===== config.mk =====
export PLATFORM = sky130hd
export DESIGN_NAME = llhb_vram
export DESIGN_NICKNAME = d
export VERILOG_FILES = /design/src/rtl/llhb_vram.sv
export SDC_FILE = /design/constraint.sdc
export NUM_CORES = 2
export LEC_CHECK = 0
export BUFFER_PORTS_ARGS = -buffer_cell sky130_fd_sc_hd__clkbuf_2
export CORE_ASPECT_RATIO = 0.9
export CORE_UTILIZATION = 45
export CTS_CLUSTER_DIAMETER = 30
export DETAILED_ROUTE_END_ITERATION = 16
export HOLD_SLACK_MARGIN = 0.06
export SYNTH_ARGS = -nofsm -noshare
export SYNTH_HDL_FRONTEND = slang
export SYNTH_SLANG_ARGS = --single-unit

===== constraint.sdc =====
create_clock -name clk_i -period 1.7 [get_ports clk_i]
set_input_delay 0.255 -clock clk_i [delete_from_list [all_inputs] [get_ports clk_i]]
set_output_delay 0.255 -clock clk_i [all_outputs]
set_load 0.02 [all_outputs]

===== src/rtl/llhb_vram.sv =====
// ----------------------------------------------------------------------------
// llhb_vram
// Memory with one valid flag per entry, cleared at reset or on request.
// ----------------------------------------------------------------------------
`default_nettype none

module llhb_vram #(
  parameter int W     = 8,
  parameter int DEPTH = 256,
  localparam int AW   = $clog2(DEPTH)
) (
  input  wire logic          clk_i,
  input  wire logic          rst_ni,
  input  wire logic          clr_i,
  input  wire logic          we_i,
  input  wire logic [AW-1:0] waddr_i,
  input  wire logic [W-1:0]  wdata_i,
  input  wire logic [AW-1:0] raddr_i,
  output logic      [W-1:0]  rdata_o,
  output logic               rvalid_o
);

  logic [W-1:0]     mem_q [DEPTH];
  logic [W-1:0]     rdata_q;
  logic [DEPTH-1:0] vld_q;
  logic             rvalid_q;

  always_ff @(posedge clk_i) begin
    if (we_i) begin
      mem_q[waddr_i] <= wdata_i;
    end
    rdata_q <= mem_q[raddr_i];
  end

  always_ff @(posedge clk_i or negedge rst_ni) begin
    if (!rst_ni) begin
      vld_q    <= '0;
      rvalid_q <= 1'b0;
    end else begin
      if (clr_i) begin
        vld_q <= '0;
      end else if (we_i) begin
        vld_q[waddr_i] <= 1'b1;
      end
      rvalid_q <= vld_q[raddr_i];
    end
  end

  assign rdata_o  = rdata_q;
  assign rvalid_o = rvalid_q;

endmodule

`default_nettype wire

# Yosys cells after proc, flatten, opt, wreduce, memory -nomap -nowiden
# Memories as Yosys holds them, arrays and structs flattened. A register that Yosys moved wholly into a read port is not among the register bits.
# Cells that the tools add are included.
totals:
  rom_bits: 0
  memories: 1
  out_inout_bits: 9
  inputBits: 28
  ramBits: 2048
  latch_bits: 0
  register_bits: 257
  elab_cells: 17
memory_table:
  columns: ["memory", "depth", "width", "read_ports", "rd_clocked_by_memory_dff", "write_ports", "line", "source"]
  rows:
  - ["mem_q", 256, 8, 1, 1, 1, "23", "logic [W-1:0] mem_q [DEPTH];"]
classes:
  n_reduce_logical: 2
  mux: 8
  n_bitwise: 1
  n_eq_ne: 0
  div: 0
  order_cmp: 3
  n_addsub: 0
  shift: 0
  n_mul: 0
op_table:
  columns: ["op", "count"]
  rows:
  - ["two-way mux 256 bit", 2]
  - ["bitwise OR 256 bit", 1]
  - ["< comparator 8 x 9 -> 1 bit, second input constant", 2]
  - ["binary-select mux 1 bit (select 8 bit)", 1]
  - ["demux 1 bit (select 8 bit)", 1]
  - ["greater-or-equal comparator 8 x 1 -> 1 bit, second input constant", 1]
  - ["two-way mux 1 bit", 4]
  - ["nonzero test 2 bit", 1]
  - ["logical AND 1 bit", 1]

# Longest topological paths before layout
depth:
  word_depth: 7
  mapped_depth: 11
  depth_no_buf: 6

# Worst setup path after synthesis
# Ideal clock, no wire load.
synth_timing:
  path_type: "in2reg"
  from: "input port raddr_i[0]"
  to: "register rvalid_q (netlist: rvalid_o)"
  setup_slack_ns: -0.430
  t_arrival_ns: 1.994
  required_time_ns: 1.564
  setup_ns: 0.136
  cell_stages: 8
  n_path_buf: 3
  cell_sequence: "buf_6 > buf_12 > buf_2 > mux4_2 > a22oi_1 > a21oi_1 > nor4_1 > nor4b_2"
synth_via:
  elab_chain_cells: 2
synth_rtl:
  columns: ["element", "line", "source"]
  rows:
  - ["start, declared", "18", "input wire logic [AW-1:0] raddr_i,"]
  - ["binary-select mux 1 bit (select 8 bit)", "45", "rvalid_q <= vld_q[raddr_i];"]
  - ["two-way mux 1 bit (not written as such)", "45", null]
  - ["end signal, assigned", "45", null]
  - ["end, declared", "26", "logic rvalid_q;"]
# Every way passes these cells. The select of a mux whose other input is x is not followed.
# A chain may end at the register's enable or synchronous reset.

==> results.py <==
metrics = {
    "logic_synthesis": {
        "synth-simple-area-share": 0.0420,
        "synth_top_family_by_area": "multiplexers",
        "yosys.area_share.adder": 0,
        "synth_commonest_cells": "2048 x edfxtp_1, 730 x nor2_1, 500 x mux4_2, 257 x dfrtp_1, 158 x clkbuf_1",
        "synth_area_um2": 89900,
        "syn_nets": 4680,
        "ys_top_cells_by_area": "edfxtp_1 68%, mux4_2 13%, dfrtp_1 7.2%, nor2_1 3.0%, mux2i_1 1.4%",
        "muxShareOfSynthArea": 0.142,
        "ys_types": 59,
        "synth.largest_area_cell": "edfxtp_1",
        "ys_seq_elements": 2313,
        "yosysMostFrequentCell": "edfxtp_1",
        "synth_edf_count": 2048,
        "synth_compound_area_frac": 0.0404,
        "yosysWarnings": 0,
        "yosysTopAreaCellShare": 0.684,
        "synth_ff_type": "edfxtp_1",
        "synthArstFlopShare": 0.111,
        "netlist_instances": 4652,
        "yosysSeqAreaShare": 0.757,
        "syn_area_per_cell_um2": 19.3,
        "synthXorXnorAreaFrac": 0,
    },
    "clock_network": {
        "cts_htree_levels": 5,
        "insertion_delay_ns": 0.98,
        "cts_buffers": 443,
        "max-clock-path-buffers": 4,
        "cts_tree": "built",
        "clkTransAtPathRegs_ns": 0.05,
        "cts.sinks": 2313,
        "root_buffer": "clkbuf_16",
    },
    "drt": {
        "dr_total_vias": 50800,
        "wirelength_um": 254000,
        "wire_per_inst_um": 28.9,
        "drt_pass1_iterations": 6,
        "drtIter0Drc": 5567,
        "drc_errors": 0,
        "via_per_inst": 5.77,
        "final_antenna_net_count": 0,
    },
    "min_path": {
        "min_path_type": "primary input to flop",
        "min_path_cells": 5,
    },
    "floorplanning": {
        "die_h_um": 426,
        "die_w_um": 473,
        "ioPinCount": 37,
        "row_count": 155,
        "start_util": 0.453,
        "fp.dieArea_um2": 202000,
        "core_um2": 198000,
    },
    "timing": {
        "setup_slack_ns": -0.532,
        "clock_skew_ns": 0.0916,
        "hold_viol_final": 0,
        "period_needed_ns": 2.23,
        "rsz0062_at_grt": "yes",
        "relSlewSlack": 0.439,
        "setup_viol": 18,
        "fmax_mhz": 448,
        "slew_violations": 0,
        "fin_crit_sh": 1.31,
        "whs_ns": 0.148,
        "tightest_slew_ns": 0.838,
    },
    "power_and_ir_drop": {
        "p_per_area_nw_per_um2": 1300,
        "p_comb_frac": 0.049,
        "seqPwrFrac": 0.400,
        "leakagePower_nw": 41.4,
        "switchingPower_w": 0.0333,
        "total_power_w": 0.156,
        "max-vdd-ir-drop_uv": 1110,
        "intPower_w": 0.123,
        "switching_share": 0.214,
        "pwr-share-clk": 0.551,
    },
    "flow_run": {
        "max_cap_violations": 0,
    },
    "status": {
        "violations": "negative setup slack",
        "outcome": "finished with violations",
    },
    "critical_path": {
        "cp_cell_sequence": "mux4_2, a22o_1, a221oi_2, o21ai_1, nor4_2, buf_4, nor4_2",
        "crit_top_cell": "nor4_2",
        "critPathSlowestCell": "mux4_2",
        "crit_path_start_kind": "flop",
        "path_max_fanout": 1,
        "path_class": "flop to flop",
        "cp_data_arrival_time_ns": 3.03,
        "r2r_cells": 7,
        "cp_slowest_stage_delay_ns": 0.46,
        "end_kind": "flop",
        "required_ns": 2.50,
    },
    "final_layout": {
        "fin_area_um2": 120000,
        "drive_above_1_share": 0.413,
        "area_delta_synth_final_pct": 33.4,
        "final_cell_count_no_fill": 8802,
        "final_util": 0.605,
        "fin_nets": 5790,
    },
    "placement": {
        "gp_congestion": 0.901,
        "hpwl_um": 164000,
        "dpl_cell_area_um2": 104000,
        "dp.cells": 7979,
        "port_buffers": 36,
    },
    "global_routing": {
        "grt_pass1_vias": 51600,
        "grt_antenna_before_repair": 9,
        "grt.overflow.total": 0,
        "grt_max_degree": 88,
        "grt_first_pass_wirelength_um": 366000,
        "grt_usage": 0.254,
    },
}
==> final cells by class <==
| class | instances | area (µm²) |
|---|---|---|
| flip-flops and latches | 2313 | 68100 |
| repair buffers | 945 | 11200 |
| diodes | 2 | 5.00 |
| clock inverters | 288 | 3200 |
| fillers | 13900 | 78500 |
| well taps | 2669 | 3340 |
| clock buffers | 526 | 11700 |
| multi-input cells | 2055 | 22400 |
| inverters | 4 | 15.0 |
==> worst max-delay path: cells and delay by family, from the launching register on <==
kind,cells,cell delay [ns]
AO/OA/AOI/OAI,3,0.68
buffers and inverters,1,0.18
flip-flops,1,0.37
multiplexers,1,0.46
AND/OR/NAND/NOR,2,0.43
==> final timing paths <==
path | start | endpoint | slack [ns]
min | waddr_i[4] | mem_q[255][5] | 0.15
min in group asynchronous | rst_ni | vld_q[217] | 0.51
min reg2reg | vld_q[60] | vld_q[60] | 0.49
max reg2reg | mem_q[7][4] | rdata_o[4] | -0.53
max in group asynchronous | rst_ni | vld_q[5] | 0.67
max | mem_q[7][4] | rdata_o[4] | -0.53
==> flip-flops by register name, summed over array words and instances, names as in the netlist <==
register / count
mem_q: 2048
vld_q: 256
rdata_o: 8
rvalid_o: 1
==> power by group through the flow <==
| stage | Clock (W) | Sequential [W] | Combinational (W) |
|---|---|---|---|
| 3_3_place_gp | 0 | 0.0634 | 0.00721 |
| 4_1_cts | 0.0869 | 0.0624 | 0.00762 |
| 3_5_place_dp | 0 | 0.0634 | 0.00728 |
| 2_1_floorplan | 0 | 0.0633 | 0.00315 |
| 5_1_grt | 0.0895 | 0.0623 | 0.00802 |
| 6_report | 0.0860 | 0.0624 | 0.00768 |
==> cell families after synthesis <==
kind of cell,Yosys count
AO/OA/AOI/OAI,502
AND/OR/NAND/NOR,906
flip-flops,2313
multiplexers,647
buffers and inverters,284
==> layer usage <==
layer / wire length (µm) / vias to the layer above / track usage
met5: 0 / - / 0
met4: 7550 / 0 / 0.0839
met3: 21200 / 429 / 0.0561
met2: 118000 / 2349 / 0.384
met1: 107000 / 26800 / 0.365
li1: - / 21300 / -
==> cell usage in the layout, fill, tap and decap left out, types with 18 or more instances in the layout <==
| cell type | n |
|---|---|
| a21oi_1 | 77 |
| a21oi_2 | 24 |
| a22o_1 | 21 |
| a22oi_1 | 125 |
| a22oi_2 | 30 |
| buf_12 | 314 |
| buf_4 | 578 |
| buf_8 | 19 |
| bufinv_16 | 57 |
| clkbuf_1 | 60 |
| clkbuf_16 | 447 |
| clkbuf_8 | 21 |
| clkinv_1 | 48 |
| clkinv_2 | 73 |
| clkinv_4 | 28 |
| clkinvlp_4 | 50 |
| dfrtp_1 | 256 |
| edfxtp_1 | 2048 |
| inv_6 | 25 |
| mux2_2 | 19 |
| mux2i_1 | 128 |
| mux4_2 | 500 |
| nand2_1 | 33 |
| nor2_1 | 560 |
| nor2_4 | 164 |
| nor2b_1 | 18 |
| o21ba_2 | 30 |
| o221ai_1 | 52 |
| o22ai_1 | 36 |
==> timing repair <==
| action | CTS | global route |
|---|---|---|
| buffers inserted | 0 | 0 |
| endpoints found under the hold margin | 2430 | 0 |
| hold buffers | 16 | 0 |
| gates resized for setup | 164 | 36 |
| pin swaps | 49 | 16 |
| endpoints found under the setup margin | 18 | 18 |
==> through the flow <==
step,setup TNS [ns],setup slack (ns)
after CTS,-5.19,-0.493
after detailed placement,-234.88,-1.95
final,-4.36,-0.532
after global placement,-218.52,-2.23
after floorplan,-68.27,-0.328
after global routing,-5.16,-0.609
Power figures use the tool's default switching activity.
